==> config.mk <==
export PLATFORM = sky130hd
export DESIGN_NAME = command_frame_builder_and_parser_top
export DESIGN_NICKNAME = d
export VERILOG_FILES = /design/src/cfb_pkg.sv /design/src/cfb_ctrl.sv /design/src/cfb_dp.sv /design/src/command_frame_builder_and_parser_top.sv
export SDC_FILE = /design/constraint.sdc
export NUM_CORES = 1
export LEC_CHECK = 0
export BUFFER_PORTS_ARGS = -buffer_cell sky130_fd_sc_hd__buf_2
export CORE_ASPECT_RATIO = 0.6
export CORE_UTILIZATION = 45
export CTS_CLUSTER_DIAMETER = 40
export DETAILED_ROUTE_END_ITERATION = 8
export HOLD_SLACK_MARGIN = 0.15
export PLACE_DENSITY = 0.71
export RECOVER_POWER = 100
export SLEW_MARGIN = 20
export SYNTH_ARGS = -nofsm -noshare
export SYNTH_HDL_FRONTEND = slang
export SYNTH_HIERARCHICAL = 1
export SYNTH_SLANG_ARGS = --single-unit
==> constraint.sdc <==
create_clock -name clk_i -period 4.9 [get_ports clk_i]
set_clock_uncertainty 0.2 [all_clocks]
set_input_delay 0.49 -clock clk_i [delete_from_list [all_inputs] [get_ports clk_i]]
set_output_delay 0.49 -clock clk_i [all_outputs]
set_load 0.02 [all_outputs]
==> src/cfb_pkg.sv <==
`timescale 1ns / 1ps
// ----------------------------------------------------------------------------
// cfb_pkg
// Shared types and constants of the command frame builder and parser:
// item codes, result kinds, register indexes and the controller/datapath
// command and status groups.
// ----------------------------------------------------------------------------
package cfb_pkg;

  // Payload store depth default
  localparam int unsigned MAX_PAYLOAD = 32;

  // Field widths
  localparam int unsigned OP_W    = 2;
  localparam int unsigned BYTE_W  = 8;
  localparam int unsigned KIND_W  = 2;
  localparam int unsigned INDEX_W = 5;
  localparam int unsigned CAP_W   = 6;
  localparam int unsigned CFG_AW  = 1;

  // Configuration register indexes and reset values
  localparam logic [CFG_AW-1:0] REG_START_BYTE  = 1'd0;
  localparam logic [CFG_AW-1:0] REG_CAPTURE_LEN = 1'd1;
  localparam logic [BYTE_W-1:0] START_BYTE_RST  = 8'hAA;
  localparam logic [CAP_W-1:0]  CAPTURE_LEN_RST = 6'd32;

  // Input item codes
  typedef enum logic [OP_W-1:0] {
    OP_BEGIN   = 2'd0,
    OP_PAYLOAD = 2'd1,
    OP_RXBYTE  = 2'd2,
    OP_IDLE    = 2'd3
  } op_e;

  // Result kinds
  typedef enum logic [KIND_W-1:0] {
    KIND_LINE    = 2'd0,
    KIND_PAYLOAD = 2'd1,
    KIND_STATUS  = 2'd2
  } kind_e;

  // Source of a pushed result
  typedef enum logic [2:0] {
    SRC_START,
    SRC_CMD,
    SRC_LEN,
    SRC_TXSUM,
    SRC_BYTE,
    SRC_STATUS,
    SRC_MEM
  } src_e;

  // Controller to datapath
  typedef struct packed {
    logic accept;   // input transaction this cycle
    logic push;     // load a result into the output register
    src_e src;      // where the pushed result comes from
    logic last;     // pushed result ends the run
    logic rd_en;    // payload store read
  } cmd_t;

  // Datapath to controller
  typedef struct packed {
    logic out_free;    // output register can take a result
    logic len_zero;    // latched begin length was zero
    logic tx_open;     // transmit frame open
    logic rx_release;  // next received byte is the checksum
    logic rx_empty;    // nothing stored in this frame
    logic rel_last;    // release index is the last stored entry
  } sts_t;

endpackage

==> src/cfb_ctrl.sv <==
`timescale 1ns / 1ps
// ----------------------------------------------------------------------------
// cfb_ctrl
// Sequencer: takes input transactions while idle and steps through the
// results each one causes, one per cycle when the output register is free.
// ----------------------------------------------------------------------------
module cfb_ctrl import cfb_pkg::*; #(
  parameter int unsigned MaxPayload = MAX_PAYLOAD,
  localparam int unsigned SW = $clog2(MaxPayload + 1),
  localparam int unsigned AW = (MaxPayload > 1) ? $clog2(MaxPayload) : 1
) (
  input  logic          clk_i,
  input  logic          rst_ni,
  input  logic          in_valid_i,
  input  logic [OP_W-1:0] op_i,
  output logic          in_ready_o,
  input  sts_t          sts_i,
  output cmd_t          cmd_o,
  output logic [SW-1:0] k_o,
  output logic [AW-1:0] rd_addr_o
);

  typedef enum logic [2:0] {
    ST_IDLE,
    ST_BEGIN,
    ST_PAY,
    ST_STATUS,
    ST_PREP,
    ST_EMIT
  } state_e;

  state_e        state_q, state_d;
  logic [1:0]    step_q, step_d;
  logic [SW-1:0] k_q, k_d;
  logic          accept;

  assign in_ready_o = (state_q == ST_IDLE);
  assign accept     = in_valid_i && in_ready_o;
  assign k_o        = k_q;

  // Next state and result selection
  always_comb begin
    state_d      = state_q;
    step_d       = step_q;
    k_d          = k_q;
    cmd_o        = '0;
    cmd_o.src    = SRC_START;
    cmd_o.accept = accept;
    rd_addr_o    = '0;
    case (state_q)
      ST_IDLE: begin
        step_d = '0;
        k_d    = '0;
        if (accept) begin
          case (op_e'(op_i))
            OP_BEGIN:   state_d = ST_BEGIN;
            OP_PAYLOAD: if (sts_i.tx_open) state_d = ST_PAY;
            OP_RXBYTE: begin
              if (sts_i.rx_release) state_d = sts_i.rx_empty ? ST_STATUS : ST_PREP;
            end
            default: state_d = ST_IDLE;
          endcase
        end
      end
      // Header, then the checksum when the frame has no payload
      ST_BEGIN: begin
        cmd_o.push = sts_i.out_free;
        case (step_q)
          2'd0:    cmd_o.src = SRC_START;
          2'd1:    cmd_o.src = SRC_CMD;
          2'd2:    cmd_o.src = SRC_LEN;
          default: cmd_o.src = SRC_TXSUM;
        endcase
        cmd_o.last = ((step_q == 2'd2) && !sts_i.len_zero) || (step_q == 2'd3);
        if (cmd_o.push) begin
          step_d = step_q + 2'd1;
          if (cmd_o.last) state_d = ST_IDLE;
        end
      end
      // Payload byte, then the checksum when the frame just closed
      ST_PAY: begin
        cmd_o.push = sts_i.out_free;
        cmd_o.src  = (step_q == 2'd0) ? SRC_BYTE : SRC_TXSUM;
        cmd_o.last = (step_q != 2'd0) || sts_i.tx_open;
        if (cmd_o.push) begin
          step_d = step_q + 2'd1;
          if (cmd_o.last) state_d = ST_IDLE;
        end
      end
      ST_STATUS: begin
        cmd_o.push = sts_i.out_free;
        cmd_o.src  = SRC_STATUS;
        cmd_o.last = 1'b1;
        if (cmd_o.push) state_d = ST_IDLE;
      end
      // Fetch the first stored byte
      ST_PREP: begin
        cmd_o.rd_en = 1'b1;
        rd_addr_o   = '0;
        state_d     = ST_EMIT;
      end
      // Release stored bytes, prefetching the next one on each push
      ST_EMIT: begin
        cmd_o.push  = sts_i.out_free;
        cmd_o.src   = SRC_MEM;
        cmd_o.last  = sts_i.rel_last;
        cmd_o.rd_en = cmd_o.push;
        rd_addr_o   = AW'(k_q + SW'(1));
        if (cmd_o.push) begin
          k_d = k_q + SW'(1);
          if (cmd_o.last) state_d = ST_IDLE;
        end
      end
      default: state_d = ST_IDLE;
    endcase
  end

  always_ff @(posedge clk_i or negedge rst_ni) begin
    if (!rst_ni) begin
      state_q <= ST_IDLE;
      step_q  <= '0;
      k_q     <= '0;
    end else begin
      state_q <= state_d;
      step_q  <= step_d;
      k_q     <= k_d;
    end
  end

  // Results are only produced outside idle, and never into a full register
  assert property (@(posedge clk_i) disable iff (!rst_ni)
    cmd_o.push |-> (state_q != ST_IDLE) && sts_i.out_free)
    else $error("result pushed while idle or output register full");

  // A last result always returns the sequencer to idle
  assert property (@(posedge clk_i) disable iff (!rst_ni)
    cmd_o.push && cmd_o.last |=> state_q == ST_IDLE)
    else $error("sequencer did not return to idle after last result");

  // A transmit header run never takes more than four results
  assert property (@(posedge clk_i) disable iff (!rst_ni)
    (state_q == ST_BEGIN) && (step_q == 2'd3) |-> cmd_o.last)
    else $error("header run overran");

endmodule

==> src/cfb_dp.sv <==
`timescale 1ns / 1ps
// ----------------------------------------------------------------------------
// cfb_dp
// Datapath: configuration registers, transmit sum and count, receive parser
// registers, payload store and the output register.
// ----------------------------------------------------------------------------
module cfb_dp import cfb_pkg::*; #(
  parameter int unsigned MaxPayload = MAX_PAYLOAD,
  localparam int unsigned SW = $clog2(MaxPayload + 1),
  localparam int unsigned AW = (MaxPayload > 1) ? $clog2(MaxPayload) : 1
) (
  input  logic              clk_i,
  input  logic              rst_ni,
  input  logic              cfg_we_i,
  input  logic [CFG_AW-1:0] cfg_addr_i,
  input  logic [BYTE_W-1:0] cfg_wdata_i,
  input  logic [OP_W-1:0]   op_i,
  input  logic [BYTE_W-1:0] command_i,
  input  logic [BYTE_W-1:0] length_i,
  input  logic [BYTE_W-1:0] data_byte_i,
  input  cmd_t              cmd_i,
  input  logic [SW-1:0]     k_i,
  input  logic [AW-1:0]     rd_addr_i,
  output sts_t              sts_o,
  output logic              out_valid_o,
  input  logic              out_ready_i,
  output logic [KIND_W-1:0] kind_o,
  output logic [BYTE_W-1:0] byte_out_o,
  output logic [INDEX_W-1:0] index_o,
  output logic              checksum_ok_o,
  output logic              last_o
);

  typedef enum logic [2:0] {
    PH_START,
    PH_CMD,
    PH_COUNT,
    PH_DATA,
    PH_SUM,
    PH_DONE
  } phase_e;

  localparam logic [6:0] MaxP7 = 7'(MaxPayload);

  // Configuration
  logic [BYTE_W-1:0] start_q;
  logic [CAP_W-1:0]  cap_q;

  // Transmit side
  logic [BYTE_W-1:0] tx_sum_q, tx_sum_d;
  logic [BYTE_W-1:0] tx_rem_q, tx_rem_d;
  logic              tx_open_q, tx_open_d;
  logic [BYTE_W-1:0] cmd_q, len_q, byte_q;

  // Receive side
  phase_e            ph_q, ph_d;
  logic [BYTE_W-1:0] rx_cnt_q, rx_cnt_d;
  logic [BYTE_W-1:0] rx_sum_q, rx_sum_d;
  logic [SW-1:0]     rx_stored_q, rx_stored_d;
  logic              ok_q, ok_d;
  logic [6:0]        cap7;
  logic              wr_en;

  // Payload store
  logic [BYTE_W-1:0] mem [MaxPayload];
  logic [BYTE_W-1:0] rd_q;

  // Output register
  logic              out_valid_q;
  logic [KIND_W-1:0] kind_q, kind_d;
  logic [BYTE_W-1:0] obyte_q, obyte_d;
  logic [INDEX_W-1:0] oidx_q, oidx_d;
  logic              ook_q, ook_d;
  logic              olast_q;

  assign cap7 = ({1'b0, cap_q} > MaxP7) ? MaxP7 : {1'b0, cap_q};

  // Configuration writes
  always_ff @(posedge clk_i or negedge rst_ni) begin
    if (!rst_ni) begin
      start_q <= START_BYTE_RST;
      cap_q   <= CAPTURE_LEN_RST;
    end else if (cfg_we_i) begin
      case (cfg_addr_i)
        REG_START_BYTE:  start_q <= cfg_wdata_i;
        REG_CAPTURE_LEN: cap_q   <= cfg_wdata_i[CAP_W-1:0];
        default: ;
      endcase
    end
  end

  // Frame state updates on an accepted transaction
  always_comb begin
    tx_sum_d    = tx_sum_q;
    tx_rem_d    = tx_rem_q;
    tx_open_d   = tx_open_q;
    ph_d        = ph_q;
    rx_cnt_d    = rx_cnt_q;
    rx_sum_d    = rx_sum_q;
    rx_stored_d = rx_stored_q;
    ok_d        = ok_q;
    wr_en       = 1'b0;
    if (cmd_i.accept) begin
      case (op_e'(op_i))
        OP_BEGIN: begin
          tx_sum_d  = start_q + command_i + length_i;
          tx_rem_d  = length_i;
          tx_open_d = (length_i != '0);
        end
        OP_PAYLOAD: begin
          if (tx_open_q) begin
            tx_sum_d  = tx_sum_q + data_byte_i;
            tx_rem_d  = tx_rem_q - 8'd1;
            tx_open_d = (tx_rem_q != 8'd1);
          end
        end
        OP_IDLE: begin
          ph_d        = PH_START;
          rx_cnt_d    = '0;
          rx_sum_d    = '0;
          rx_stored_d = '0;
        end
        default: begin
          case (ph_q)
            PH_START: begin
              rx_sum_d = rx_sum_q + data_byte_i;
              ph_d     = PH_CMD;
            end
            PH_CMD: begin
              rx_sum_d = rx_sum_q + data_byte_i;
              ph_d     = PH_COUNT;
            end
            PH_COUNT: begin
              rx_sum_d = rx_sum_q + data_byte_i;
              rx_cnt_d = data_byte_i;
              ph_d     = (data_byte_i == '0) ? PH_SUM : PH_DATA;
            end
            PH_DATA: begin
              if (7'(rx_stored_q) < cap7) begin
                wr_en       = 1'b1;
                rx_stored_d = rx_stored_q + SW'(1);
              end
              rx_sum_d = rx_sum_q + data_byte_i;
              rx_cnt_d = rx_cnt_q - 8'd1;
              if (rx_cnt_q == 8'd1) ph_d = PH_SUM;
            end
            PH_SUM: begin
              ok_d = (rx_sum_q == data_byte_i);
              ph_d = PH_DONE;
            end
            default: ;
          endcase
        end
      endcase
    end
  end

  always_ff @(posedge clk_i or negedge rst_ni) begin
    if (!rst_ni) begin
      tx_sum_q    <= '0;
      tx_rem_q    <= '0;
      tx_open_q   <= 1'b0;
      ph_q        <= PH_START;
      rx_cnt_q    <= '0;
      rx_sum_q    <= '0;
      rx_stored_q <= '0;
      ok_q        <= 1'b0;
    end else begin
      tx_sum_q    <= tx_sum_d;
      tx_rem_q    <= tx_rem_d;
      tx_open_q   <= tx_open_d;
      ph_q        <= ph_d;
      rx_cnt_q    <= rx_cnt_d;
      rx_sum_q    <= rx_sum_d;
      rx_stored_q <= rx_stored_d;
      ok_q        <= ok_d;
    end
  end

  // Latched item fields for the result run
  always_ff @(posedge clk_i) begin
    if (cmd_i.accept) begin
      cmd_q  <= command_i;
      len_q  <= length_i;
      byte_q <= data_byte_i;
    end
  end

  // Payload store: one write port, one registered read port
  always_ff @(posedge clk_i) begin
    if (wr_en) mem[rx_stored_q[AW-1:0]] <= data_byte_i;
    if (cmd_i.rd_en) rd_q <= mem[rd_addr_i];
  end

  // Output register
  always_ff @(posedge clk_i or negedge rst_ni) begin
    if (!rst_ni) begin
      out_valid_q <= 1'b0;
    end else if (cmd_i.push) begin
      out_valid_q <= 1'b1;
    end else if (out_ready_i) begin
      out_valid_q <= 1'b0;
    end
  end

  // Result fields by source
  always_comb begin
    kind_d  = KIND_LINE;
    obyte_d = '0;
    oidx_d  = '0;
    ook_d   = 1'b0;
    case (cmd_i.src)
      SRC_START: obyte_d = start_q;
      SRC_CMD:   obyte_d = cmd_q;
      SRC_LEN:   obyte_d = len_q;
      SRC_TXSUM: obyte_d = tx_sum_q;
      SRC_BYTE:  obyte_d = byte_q;
      SRC_STATUS: begin
        kind_d = KIND_STATUS;
        ook_d  = ok_q;
      end
      SRC_MEM: begin
        kind_d  = KIND_PAYLOAD;
        obyte_d = ok_q ? rd_q : '0;
        oidx_d  = INDEX_W'(k_i);
        ook_d   = ok_q;
      end
      default: ;
    endcase
  end

  always_ff @(posedge clk_i) begin
    if (cmd_i.push) begin
      kind_q  <= kind_d;
      obyte_q <= obyte_d;
      oidx_q  <= oidx_d;
      ook_q   <= ook_d;
      olast_q <= cmd_i.last;
    end
  end

  // Status to the sequencer
  always_comb begin
    sts_o.out_free   = !out_valid_q || out_ready_i;
    sts_o.len_zero   = (len_q == '0);
    sts_o.tx_open    = tx_open_q;
    sts_o.rx_release = (ph_q == PH_SUM);
    sts_o.rx_empty   = (rx_stored_q == '0);
    sts_o.rel_last   = ((SW + 1)'(k_i) + (SW + 1)'(1)) == (SW + 1)'(rx_stored_q);
  end

  assign out_valid_o   = out_valid_q;
  assign kind_o        = kind_q;
  assign byte_out_o    = obyte_q;
  assign index_o       = oidx_q;
  assign checksum_ok_o = ook_q;
  assign last_o        = olast_q;

  // An open transmit frame always has bytes left to send
  assert property (@(posedge clk_i) disable iff (!rst_ni)
    tx_open_q |-> tx_rem_q != '0)
    else $error("transmit frame open with no bytes left");

  // Store never fills past its depth
  assert property (@(posedge clk_i) disable iff (!rst_ni)
    7'(rx_stored_q) <= MaxP7)
    else $error("payload store overfilled");

  // Release only reads entries written in this frame
  assert property (@(posedge clk_i) disable iff (!rst_ni)
    cmd_i.push && (cmd_i.src == SRC_MEM) |-> k_i < rx_stored_q)
    else $error("release beyond stored bytes");

  // Nothing is stored before the payload phase of a frame
  assert property (@(posedge clk_i) disable iff (!rst_ni)
    (ph_q == PH_START) || (ph_q == PH_CMD) || (ph_q == PH_COUNT) |-> rx_stored_q == '0)
    else $error("stored bytes outside payload phase");

endmodule

==> src/command_frame_builder_and_parser_top.sv <==
`timescale 1ns / 1ps
// ----------------------------------------------------------------------------
// command_frame_builder_and_parser_top
// Serial command frame builder and parser with an 8-bit sum checksum.
//
// Input stream (s_axis): tuser carries the item code (begin frame, send
// payload byte, received line byte, line idle), tdata the command, length
// and data byte. Output stream (m_axis): tuser carries the result kind,
// tdata the byte, payload index and checksum flag, tlast ends each run of
// results caused by one input transaction.
// Configuration: cfg_we_i writes register cfg_addr_i (0 start byte,
// 1 capture length) on the clock edge; write only while the block is idle.
// Timing: an item that causes no result keeps the block idle, so such items
// can follow each other every cycle. An item with results is followed by its
// run, one result per cycle from the sequencer while the output register is
// free; a checksum byte that releases stored bytes first reads the payload
// store, then releases them. A result sits in the output register, so a stall on
// m_axis only holds the sequencer; the next item is taken once a run is
// fully pushed. Reset clears both sides to idle and restores the register
// defaults (start byte 0xAA, capture length 32); the store needs no clear.
// ----------------------------------------------------------------------------
module command_frame_builder_and_parser_top import cfb_pkg::*; #(
  parameter int unsigned MaxPayload = MAX_PAYLOAD
) (
  input  logic              clk_i,
  input  logic              rst_ni,
  // configuration
  input  logic              cfg_we_i,
  input  logic [CFG_AW-1:0] cfg_addr_i,
  input  logic [BYTE_W-1:0] cfg_wdata_i,
  // input stream
  input  logic              s_axis_tvalid,
  output logic              s_axis_tready,
  input  logic [23:0]       s_axis_tdata,   // command[7:0], length[15:8], data_byte[23:16]
  input  logic [OP_W-1:0]   s_axis_tuser,   // op[1:0]
  // output stream
  output logic              m_axis_tvalid,
  input  logic              m_axis_tready,
  output logic [15:0]       m_axis_tdata,   // byte_out[7:0], index[12:8], checksum_ok[13], 0
  output logic [KIND_W-1:0] m_axis_tuser,   // kind[1:0]
  output logic              m_axis_tlast    // last
);

  localparam int unsigned SW = $clog2(MaxPayload + 1);
  localparam int unsigned AW = (MaxPayload > 1) ? $clog2(MaxPayload) : 1;

  cmd_t              cmd;
  sts_t              sts;
  logic [SW-1:0]     k;
  logic [AW-1:0]     rd_addr;
  logic [BYTE_W-1:0] byte_out;
  logic [INDEX_W-1:0] index;
  logic              checksum_ok;

  cfb_ctrl #(
    .MaxPayload (MaxPayload)
  ) u_ctrl (
    .clk_i      (clk_i),
    .rst_ni     (rst_ni),
    .in_valid_i (s_axis_tvalid),
    .op_i       (s_axis_tuser),
    .in_ready_o (s_axis_tready),
    .sts_i      (sts),
    .cmd_o      (cmd),
    .k_o        (k),
    .rd_addr_o  (rd_addr)
  );

  cfb_dp #(
    .MaxPayload (MaxPayload)
  ) u_dp (
    .clk_i         (clk_i),
    .rst_ni        (rst_ni),
    .cfg_we_i      (cfg_we_i),
    .cfg_addr_i    (cfg_addr_i),
    .cfg_wdata_i   (cfg_wdata_i),
    .op_i          (s_axis_tuser),
    .command_i     (s_axis_tdata[7:0]),
    .length_i      (s_axis_tdata[15:8]),
    .data_byte_i   (s_axis_tdata[23:16]),
    .cmd_i         (cmd),
    .k_i           (k),
    .rd_addr_i     (rd_addr),
    .sts_o         (sts),
    .out_valid_o   (m_axis_tvalid),
    .out_ready_i   (m_axis_tready),
    .kind_o        (m_axis_tuser),
    .byte_out_o    (byte_out),
    .index_o       (index),
    .checksum_ok_o (checksum_ok),
    .last_o        (m_axis_tlast)
  );

  assign m_axis_tdata = {2'b00, checksum_ok, index, byte_out};

endmodule

==> flow_metrics.env, run 1 <==
export IMPL_fin_cells=1785
export IMPL_synth_seq_area_share=0.6358
export IMPL_timing_max_transition_violations_final=308
export IMPL_worst_hold_slack_ps=202.3
export IMPL_max_vdd_ir_drop_uv=266.7
export IMPL_critical_path_arrival_ps=4420
export IMPL_design_internal_power_w=0.006167
export IMPL_nFillCells=3023
export IMPL_violated_checks="capacitance limit, slew limit"
export IMPL_clock_sinks=374
export IMPL_post_route_cell_area_sq_mm=0.01926
export IMPL_ant_nets=0
export IMPL_clock_tree_root_cell="clkbuf_16"
export IMPL_max_cap_violations=8
export IMPL_synth_async_sr_flop_share=0.1845
export IMPL_yosys_warnings=6
export IMPL_synthesis_instances=1151
export IMPL_critPathKind="flip-flop to flip-flop"
export IMPL_pwr_share_seq=0.462
export IMPL_hold_class="input pin to flip-flop"
export IMPL_rsz_0062_raised_after_global_routing="no"
export IMPL_switching_share=0.3160
export IMPL_remaining_drc_errors=0
export IMPL_gpl_final_weighted_congestion=0.8894
export IMPL_tightest_slew_ps=2311
export IMPL_clockBufferDepth=3
export IMPL_setup_violations_final=0
export IMPL_grt_ovfl_total=0
export IMPL_power_density_mw_per_mm2=468.2
export IMPL_initial_core_util=0.4644
export IMPL_mappedNetlistArea_sq_mm=0.01713
export IMPL_grt_first_pass_wirelength_mm=65.40
export IMPL_synth_flop_cell="edfxtp_1"
export IMPL_worst_setup_path_start_kind="flip-flop"
export IMPL_io_pins=61
export IMPL_die_x_um=253.9
export IMPL_tritoncts="done"
export IMPL_postSynthAreaPerCell_sq_um=14.88
export IMPL_htreeDepth=2
export IMPL_clk_insertion_delay_late_ps=540
export IMPL_grt_start_max_net_pins=70
export IMPL_via_count=10890
export IMPL_areaGrowthSynthToFinish_pct=12.42
export IMPL_antenna_found_initial=2
export IMPL_layout_core_utilization=0.5220
export IMPL_track_usage=0.2289
export IMPL_synth_edff_count=305
export IMPL_final_min_period_over_clock_period=0.8587
export IMPL_detailed_place_area_sq_mm=0.01807
export IMPL_cts_repair_resized=0
export IMPL_highest_clock_rate_ghz=0.2377
export IMPL_synthDominantAreaCellType="edfxtp_1"
export IMPL_die_area_sq_mm=0.03888
export IMPL_drtPass1Iterations=5
export IMPL_placeableCoreArea_sq_mm=0.03689
export IMPL_finish_net_count=1341
export IMPL_layout_drive_gt1_share=0.1532
export IMPL_fin_setup_tns_ps=0
export IMPL_largest_register_ff_count=256
export IMPL_timing_critical_path_fanout_max=29
export IMPL_post_cts_setup_buffers=0
export IMPL_core_rowCount=54
export IMPL_holdBufCountCts=25
export IMPL_timing_final_crit_period_ps=4208
export IMPL_power_leakage_nw=6.457
export IMPL_synth_cell_type_count=69
export IMPL_status="finished with violations"
export IMPL_post_dp_hpwl_mm=28.89
export IMPL_via_count_of_the_first_global_routing_pass=10200
export IMPL_relSlewSlack=-0.5407
export IMPL_critical_path_required_ps=5110
export IMPL_avgViaCountPerCell=6.099
export IMPL_synth_seq_cells=374
export IMPL_leading_post_synthesis_cells_by_cell_area="edfxtp_1, mux4_2, dfrtp_1"
export IMPL_cts_made_buffers=37
export IMPL_clock_power_share=0.305
export IMPL_net_switching_power_w=0.002849
export IMPL_synth_top_cell_area_share=0.5347
export IMPL_hold_viol_final=0
export IMPL_drt_wl_total_mm=43.90
export IMPL_buffer_ports_inserted=58
export IMPL_numPlacedInstances=1692
export IMPL_crit_path_end_kind="flip-flop"
export IMPL_combinational_cell_fraction_of_total_power=0.233
export IMPL_drt_initial_drc_count=1368
export IMPL_chipHeight_um=153.1
export IMPL_avgRoutedWirePerCell_um=24.59
export IMPL_worst_setup_hold_path_clk_slew_ps=60
[final cells by class]
type	count	area, sq um	share of cell area
clock buffers	48	1007	0.05230
inverters	37	138.9	0.007212
clock inverters	18	146.4	0.007602
well taps	504	630.6	0.03275
repair buffers	124	691.9	0.03593
flip-flops and latches	374	10890	0.5656
diodes	2	5.005	0.0002599
multi-input cells	678	5746	0.2984
[cell families (layout without fill, tap and decap cells)]
family / after synthesis / in the layout / synth area share
DFF: 374 / 374 / 0.6358
and+or+nand+nor: 281 / 281 / 0.07889
AOI/OAI and AO/OA: 203 / 203 / 0.07143
muxes: 113 / 113 / 0.1290
buffers and inverters: 100 / 227 / 0.02885
adders and majority gates: 51 / 51 / 0.04149
xor gates and xnor gates: 28 / 28 / 0.01432
other: 1 / 4 / 0.0002189
[path summary, 6_finish.rpt]
| check | end | start | slack, ps | cells past startpoint |
|---|---|---|---|---|
| setup / recovery | u_dp/tx_sum_q[7] | u_ctrl/state_q[0] | 690 | 8 |
| setup reg to reg | u_dp/tx_sum_q[7] | u_ctrl/state_q[0] | 690 | 8 |
| hold reg to reg | u_dp/cap_q[0] | u_dp/cap_q[0] | 310 | 1 |
| max in group asynchronous | u_ctrl/k_o[0] | rst_ni | 2520 | 2 |
| min in group asynchronous | u_dp/tx_rem_q[3] | rst_ni | 820 | 2 |
| hold / removal | u_ctrl/state_q[2] | s_axis_tuser[1] | 200 | 3 |
[power groups by stage]
| stage | clock (W) | combinational [W] | sequential, W |
|---|---|---|---|
| 6_report | 0.00275 | 0.00210 | 0.00416 |
| 3_5_place_dp | 0 | 0.00208 | 0.00420 |
| 5_1_grt | 0.00291 | 0.00231 | 0.00420 |
| 3_3_place_gp | 0 | 0.00204 | 0.00419 |
| 2_1_floorplan | 0 | 0.00154 | 0.00413 |
| 4_1_cts | 0.00278 | 0.00212 | 0.00414 |
[placed cells by master, fill, tap and decap left out, drive strengths merged, types with 6 or more instances in the layout]
cell	netlist	final
mux4	84	84
and2	11	11
xor2	10	10
o21ai	74	74
o22ai	6	6
nor2b	9	9
inv	37	44
a21oi	51	51
clkinv	0	8
mux2i	7	7
ha	39	39
nand2	77	77
a31oi	9	9
a22oi	11	11
buf	33	17
o31ai	6	6
fa	10	10
nor3	23	23
a21o	9	9
nand2b	8	8
nor4	8	8
dlygate4sd3	0	25
dfrtp	64	64
nand3	23	23
mux2	22	22
a211oi	7	7
nor2	93	93
clkbuf	30	130
xnor2	18	18
edfxtp	305	305
[routing by layer]
| metal | GRT usage | vias up | wire length [um] |
|---|---|---|---|
| li1 | - | 4637 | - |
| met1 | 0.3700 | 5495 | 19730 |
| met2 | 0.2907 | 694 | 17340 |
| met3 | 0.07987 | 61 | 6079 |
| met4 | 0.04762 | 0 | 747 |
| met5 | 0 | - | 0 |
[per-stage QoR]
step / worst slack [ps] / power [W]
global placement: 1052 / 0.006237
finish: 692.4 / 0.009016
floorplan: 1756 / 0.005663
detailed placement: 1145 / 0.006290
CTS: 1117 / 0.009042
global route: 427.5 / 0.009418
[critical path: stages (launching register included)]
cell	delay [ps]
dfrtp_1	650
nor3_1	400
and2_1	240
clkbuf_1	1210
nor2b_1	300
o21ai_1	310
buf_4	300
a21o_1	160
a221o_1	300
[synth_stat cells, types with 6 or more instances]
cell type / instances
a21oi_1: 51
buf_6: 8
a211oi_1: 7
fa_1: 10
edfxtp_1: 305
nor4_1: 8
mux2i_1: 7
clkbuf_1: 30
xnor2_1: 18
o22ai_1: 6
dfrtp_1: 64
mux4_2: 84
a31oi_1: 9
o21ai_0: 71
xor2_1: 10
nand2_1: 77
and2_1: 10
inv_1: 37
buf_1: 6
nor2_1: 93
o31ai_1: 6
nand3_1: 22
nand2b_1: 8
mux2_2: 22
a22oi_1: 11
buf_4: 14
ha_1: 39
nor2b_1: 9
a21o_1: 9
nor3_1: 20
(Power assumes the default switching activity.)
==> inputs of run 2 (changes only) <==
Settings changed: CELL_PAD_IN_SITES_DETAIL_PLACEMENT set to 0, CELL_PAD_IN_SITES_GLOBAL_PLACEMENT set to 1, PLACE_DENSITY 0.71 to 0.8.
==> flow_metrics.env, run 2 (synthesized netlist as in run 1, its figures left out) <==
export IMPL_status="finished with violations"
export IMPL_violated_checks="capacitance limit, slew limit"
export IMPL_die_area_sq_mm=0.03888
export IMPL_cts_repair_resized=0
export IMPL_holdCritStartpoint="s_axis_tuser[1]"
export IMPL_buffer_ports_inserted=58
export IMPL_most_common_layout_cells="edfxtp_1, nor2_1, mux4_2"
export IMPL_post_dp_hpwl_mm=29.59
export IMPL_htreeDepth=2
export IMPL_grt_ovfl_total=0
export IMPL_antenna_found_initial=0
export IMPL_clockBufferDepth=3
export IMPL_highest_clock_rate_ghz=0.2320
export IMPL_drtPass1Iterations=5
export IMPL_family_with_the_most_delay_on_the_worst_path="compound AO/OA/AOI/OAI gates"
export IMPL_power_leakage_nw=6.581
export IMPL_critical_path_arrival_ps=4280
export IMPL_setup_violations_final=0
export IMPL_timing_final_crit_period_ps=4311
export IMPL_areaGrowthSynthToFinish_pct=13.94
export IMPL_drt_initial_drc_count=1376
export IMPL_crit_chain="inv_1 -> nand2_1 -> ha_1 -> o21a_1 -> o21ai_0 -> nand3_1 -> clkbuf_1 -> nor2_1 -> clkbuf_1"
export IMPL_clock_tree_root_cell="clkbuf_16"
export IMPL_largest_register_ff_count=256
export IMPL_slowest_stage="o21ai_0"
export IMPL_rsz_0062_raised_after_global_routing="no"
export IMPL_grt_first_pass_wirelength_mm=65.58
export IMPL_fin_cells=1795
export IMPL_layout_core_utilization=0.5291
export IMPL_worst_path_largest_cell_delay_ps=1260
export IMPL_max_cap_violations=12
export IMPL_worst_setup_path_start_kind="flip-flop"
export IMPL_drt_wl_total_mm=43.79
export IMPL_fin_setup_tns_ps=0
export IMPL_via_count=10600
export IMPL_cts_made_buffers=39
export IMPL_critPathKind="flip-flop to flip-flop"
export IMPL_hold_class="input pin to flip-flop"
export IMPL_finish_net_count=1349
export IMPL_final_critical_path_setup_slack_ps=589.4
export IMPL_via_count_of_the_first_global_routing_pass=10010
export IMPL_worst_setup_hold_path_clk_slew_ps=60
export IMPL_timing_critical_path_fanout_max=15
export IMPL_layout_drive_gt1_share=0.1658
export IMPL_tritoncts="done"
export IMPL_insertedDiodeCount=0
export IMPL_remaining_drc_errors=0
export IMPL_max_vdd_ir_drop_uv=239.0
export IMPL_timing_max_transition_violations_final=410
export IMPL_dp_worst_setup_slack_ps=1103
export IMPL_crit_path_end_kind="flip-flop"
export IMPL_relSlewSlack=-0.4269
export IMPL_avgRoutedWirePerCell_um=24.39
export IMPL_ant_nets=0
export IMPL_post_cts_setup_buffers=0
export IMPL_nFillCells=2990
export IMPL_final_min_period_over_clock_period=0.8797
export IMPL_grt_start_max_net_pins=70
export IMPL_critical_path_required_ps=4870
export IMPL_initial_core_util=0.4644
export IMPL_layout_commonest_cell="edfxtp_1"
export IMPL_avgViaCountPerCell=5.906
export IMPL_clock_sinks=374
export IMPL_clk_insertion_delay_late_ps=540
export IMPL_regToRegStartpoint="u_dp/cap_q[5]"
export IMPL_worstSetupStartpoint="u_dp/cap_q[5]"
export IMPL_die_x_um=253.9
export IMPL_numPlacedInstances=1698
export IMPL_tightest_slew_ps=2140
export IMPL_timing_critical_path_mode_cell="clkbuf_1"
export IMPL_io_pins=61
export IMPL_core_rowCount=54
export IMPL_chipHeight_um=153.1
export IMPL_placeableCoreArea_sq_mm=0.03689
export IMPL_hold_viol_final=0
export IMPL_gpl_final_weighted_congestion=0.9011
export IMPL_power_density_mw_per_mm2=476.0
export IMPL_track_usage=0.2317
export IMPL_critPathBufInv=3
==> run 2: per-stage QoR <==
stage                     hold WS [ps]  cell area [sq um]  total power, W
final                            185.6              19520        0.009290
after global routing             193.4              19520        0.009727
after CTS                        169.3              19720        0.009344
after detailed placement         298.6              18140        0.006291
after global placement           284.5              18140        0.006263
after floorplan                 -5.591              17130        0.005663
==> run 2: path summary, 6_finish.rpt <==
check,to,slack (ps),cells after the start
max in group asynchronous,u_dp/rx_sum_q[1],2500,2
setup / recovery,u_dp/mem[8][4],590,9
hold reg to reg,u_dp/cap_q[3],310,1
min in group asynchronous,u_dp/out_valid_o,810,2
hold / removal,u_ctrl/state_q[2],190,3
setup reg to reg,u_dp/mem[8][4],590,9
==> run 2: where the power goes <==
part	leakage, nW	internal [W]	total (W)	switching [W]
sequential	3.63	0.00382	0.00412	0.000304
clock	0.639	0.00176	0.00303	0.00128
combinational	2.32	0.000842	0.00213	0.00129
==> run 2: tightest hold or removal path, cell delays in order <==
cell and delay (ps):
buf_2 190, nand4b_1 130, a21oi_1 60
==> run 2: timing repair <==
item                       4_1_cts  5_1_grt
hold endpoints to repair        96        0
hold buffers                    25        0
setup endpoints to repair        0        0
==> run 2: per-layer routing <==
| metal | track usage | vias to the layer above | share of wire |
|---|---|---|---|
| met5 | 0 | - | 0 |
| met3 | 0.07629 | 50 | 0.13 |
| met1 | 0.3854 | 5339 | 0.47 |
| li1 | - | 4652 | - |
| met2 | 0.2853 | 560 | 0.39 |
| met4 | 0.04877 | 0 | 0.015 |
==> run 2: layout make-up <==
type                    instances  area, sq um  area share
flip-flops and latches        374        10890      0.5580
multi-input cells             678         5757      0.2949
clock buffers                  44         1036     0.05308
repair buffers                130        775.7     0.03974
well taps                     504        630.6     0.03231
clock inverters                28        289.0     0.01481
inverters                      37        138.9    0.007115
==> inputs of run 3 (changes only) <==
Settings changed: CTS_CLUSTER_SIZE set to 20, PLACE_DENSITY 0.8 to 0.76.
==> flow_metrics.env, run 3 (synthesized netlist as in run 1, its figures left out) <==
export IMPL_clock_sinks=374
export IMPL_worst_hold_slack_ps=225.8
export IMPL_worst_path_largest_cell_delay_ps=660
export IMPL_cts_repair_resized=0
export IMPL_final_min_period_over_clock_period=0.8435
export IMPL_status="finished with violations"
export IMPL_slowest_stage="nor3_1"
export IMPL_layout_core_utilization=0.5274
export IMPL_timing_critical_path_mode_cell="clkbuf_1"
export IMPL_max_cap_violations=10
export IMPL_final_critical_path_setup_slack_ps=767.0
export IMPL_hold_viol_final=0
export IMPL_via_count=10630
export IMPL_busiest_layer="met1"
export IMPL_power_leakage_nw=6.591
export IMPL_via_count_of_the_first_global_routing_pass=9977
export IMPL_gpl_final_weighted_congestion=0.8870
export IMPL_die_x_um=253.9
export IMPL_tightest_slew_ps=2263
export IMPL_hold_class="input pin to flip-flop"
export IMPL_crit_chain="nor3_2 -> and2_0 -> nand2_1 -> clkbuf_1 -> nor3_1 -> nand3_1 -> clkbuf_1 -> nor2_1 -> clkbuf_1"
export IMPL_die_area_sq_mm=0.03888
export IMPL_areaGrowthSynthToFinish_pct=13.57
export IMPL_fin_cells=1794
export IMPL_grt_first_pass_wirelength_mm=66.56
export IMPL_crit_path_end_kind="flip-flop"
export IMPL_fin_setup_tns_ps=0
export IMPL_switching_share=0.3130
export IMPL_ant_nets=0
export IMPL_timing_critical_path_fanout_max=19
export IMPL_chipHeight_um=153.1
export IMPL_io_pins=61
export IMPL_buffer_ports_inserted=58
export IMPL_worst_setup_path_start_kind="flip-flop"
export IMPL_layout_commonest_cell="edfxtp_1"
export IMPL_core_rowCount=54
export IMPL_numPlacedInstances=1704
export IMPL_timing_max_transition_violations_final=327
export IMPL_avgViaCountPerCell=5.924
export IMPL_violated_checks="capacitance limit, slew limit"
export IMPL_combinational_cell_fraction_of_total_power=0.231
export IMPL_grt_ovfl_total=0
export IMPL_initial_core_util=0.4644
export IMPL_clock_tree_root_cell="clkbuf_16"
export IMPL_pwr_share_seq=0.450
export IMPL_power_density_mw_per_mm2=473.8
export IMPL_antenna_found_initial=2
export IMPL_tritoncts="done"
export IMPL_highest_clock_rate_ghz=0.2420
export IMPL_track_usage=0.2358
export IMPL_timing_final_crit_period_ps=4133
export IMPL_critical_path_required_ps=4890
export IMPL_drt_wl_total_mm=44.82
export IMPL_drtPass1Iterations=5
export IMPL_placeableCoreArea_sq_mm=0.03689
export IMPL_use_met2=0.2816
export IMPL_critical_path_arrival_ps=4120
export IMPL_clockBufferDepth=3
export IMPL_holdBufCountCts=26
export IMPL_net_switching_power_w=0.002885
export IMPL_critPathKind="flip-flop to flip-flop"
export IMPL_layout_drive_gt1_share=0.1668
export IMPL_drt_initial_drc_count=1496
export IMPL_most_common_layout_cells="edfxtp_1, nor2_1, mux4_2"
export IMPL_rsz_0062_raised_after_global_routing="no"
export IMPL_critPathBufInv=3
export IMPL_post_dp_hpwl_mm=31.13
export IMPL_finish_net_count=1353
export IMPL_relSlewSlack=-0.5087
export IMPL_avgRoutedWirePerCell_um=24.98
export IMPL_worst_setup_hold_path_clk_slew_ps=60
export IMPL_post_cts_setup_buffers=0
export IMPL_grt_util_met3=0.07101
export IMPL_clock_power_share=0.319
export IMPL_groute_layer_met1_usage=0.4097
export IMPL_clk_insertion_delay_late_ps=530
export IMPL_family_with_the_most_delay_on_the_worst_path="simple AND/OR/NAND/NOR gates"
export IMPL_design_internal_power_w=0.006332
export IMPL_remaining_drc_errors=0
export IMPL_largest_register_ff_count=256
export IMPL_htreeDepth=2
export IMPL_max_vdd_ir_drop_uv=309.2
export IMPL_dp_worst_setup_slack_ps=1339
export IMPL_cts_made_buffers=36
export IMPL_grt_start_max_net_pins=65
export IMPL_setup_violations_final=0
## run 3: power by group through the flow
stage          Combinational [W]  Clock (W)  Sequential, W
2_1_floorplan            0.00154          0        0.00413
3_3_place_gp             0.00210          0        0.00419
3_5_place_dp             0.00212          0        0.00420
4_1_cts                  0.00215    0.00298        0.00413
5_1_grt                  0.00234    0.00311        0.00419
6_report                 0.00213    0.00294        0.00415
## run 3: per-stage QoR
| step | power (W) | cell area (sq um) |
|---|---|---|
| 2_1_floorplan | 0.005663 | 17130 |
| 3_3_place_gp | 0.006292 | 18160 |
| 3_5_place_dp | 0.006322 | 18160 |
| 4_1_cts | 0.009264 | 19660 |
| 5_1_grt | 0.009637 | 19450 |
| 6_report | 0.009217 | 19450 |
## run 3: per-layer routing
metal | part of all wire | up-vias
met5 | 0.00029 | -
met4 | 0.011 | 2
met3 | 0.12 | 46
met2 | 0.37 | 537
met1 | 0.50 | 5391
li1 | - | 4651
## run 3: cell type report
cell class	instances	area, sq um
diodes	1	2.502
clock buffers	38	939.7
clock inverters	25	296.5
fillers	3072	17440
inverters	37	138.9
multi-input cells	678	5753
flip-flops and latches	374	10890
well taps	504	630.6
repair buffers	137	802.0
## run 3: worst paths after layout
check	cells past startpoint	from	slack, ps	endpoint
setup / recovery	9	u_ctrl/state_q[2]	770	u_dp/mem[28][4]
hold / removal	3	s_axis_tuser[1]	230	u_ctrl/state_q[2]
setup reg to reg	9	u_ctrl/state_q[2]	770	u_dp/mem[28][4]
hold reg to reg	1	u_dp/cap_q[0]	320	u_dp/cap_q[0]
max in group asynchronous	3	rst_ni	2570	u_dp/rx_cnt_q[6]
min in group asynchronous	3	rst_ni	810	u_ctrl/step_q[0]
## run 3: worst register-to-register path: stages, from the launching register on
cell      delay [ps]
dfrtp_1          620
nor3_2           370
and2_0           230
nand2_1          100
clkbuf_1         400
nor3_1           660
nand3_1          140
clkbuf_1         240
nor2_1           460
clkbuf_1         390
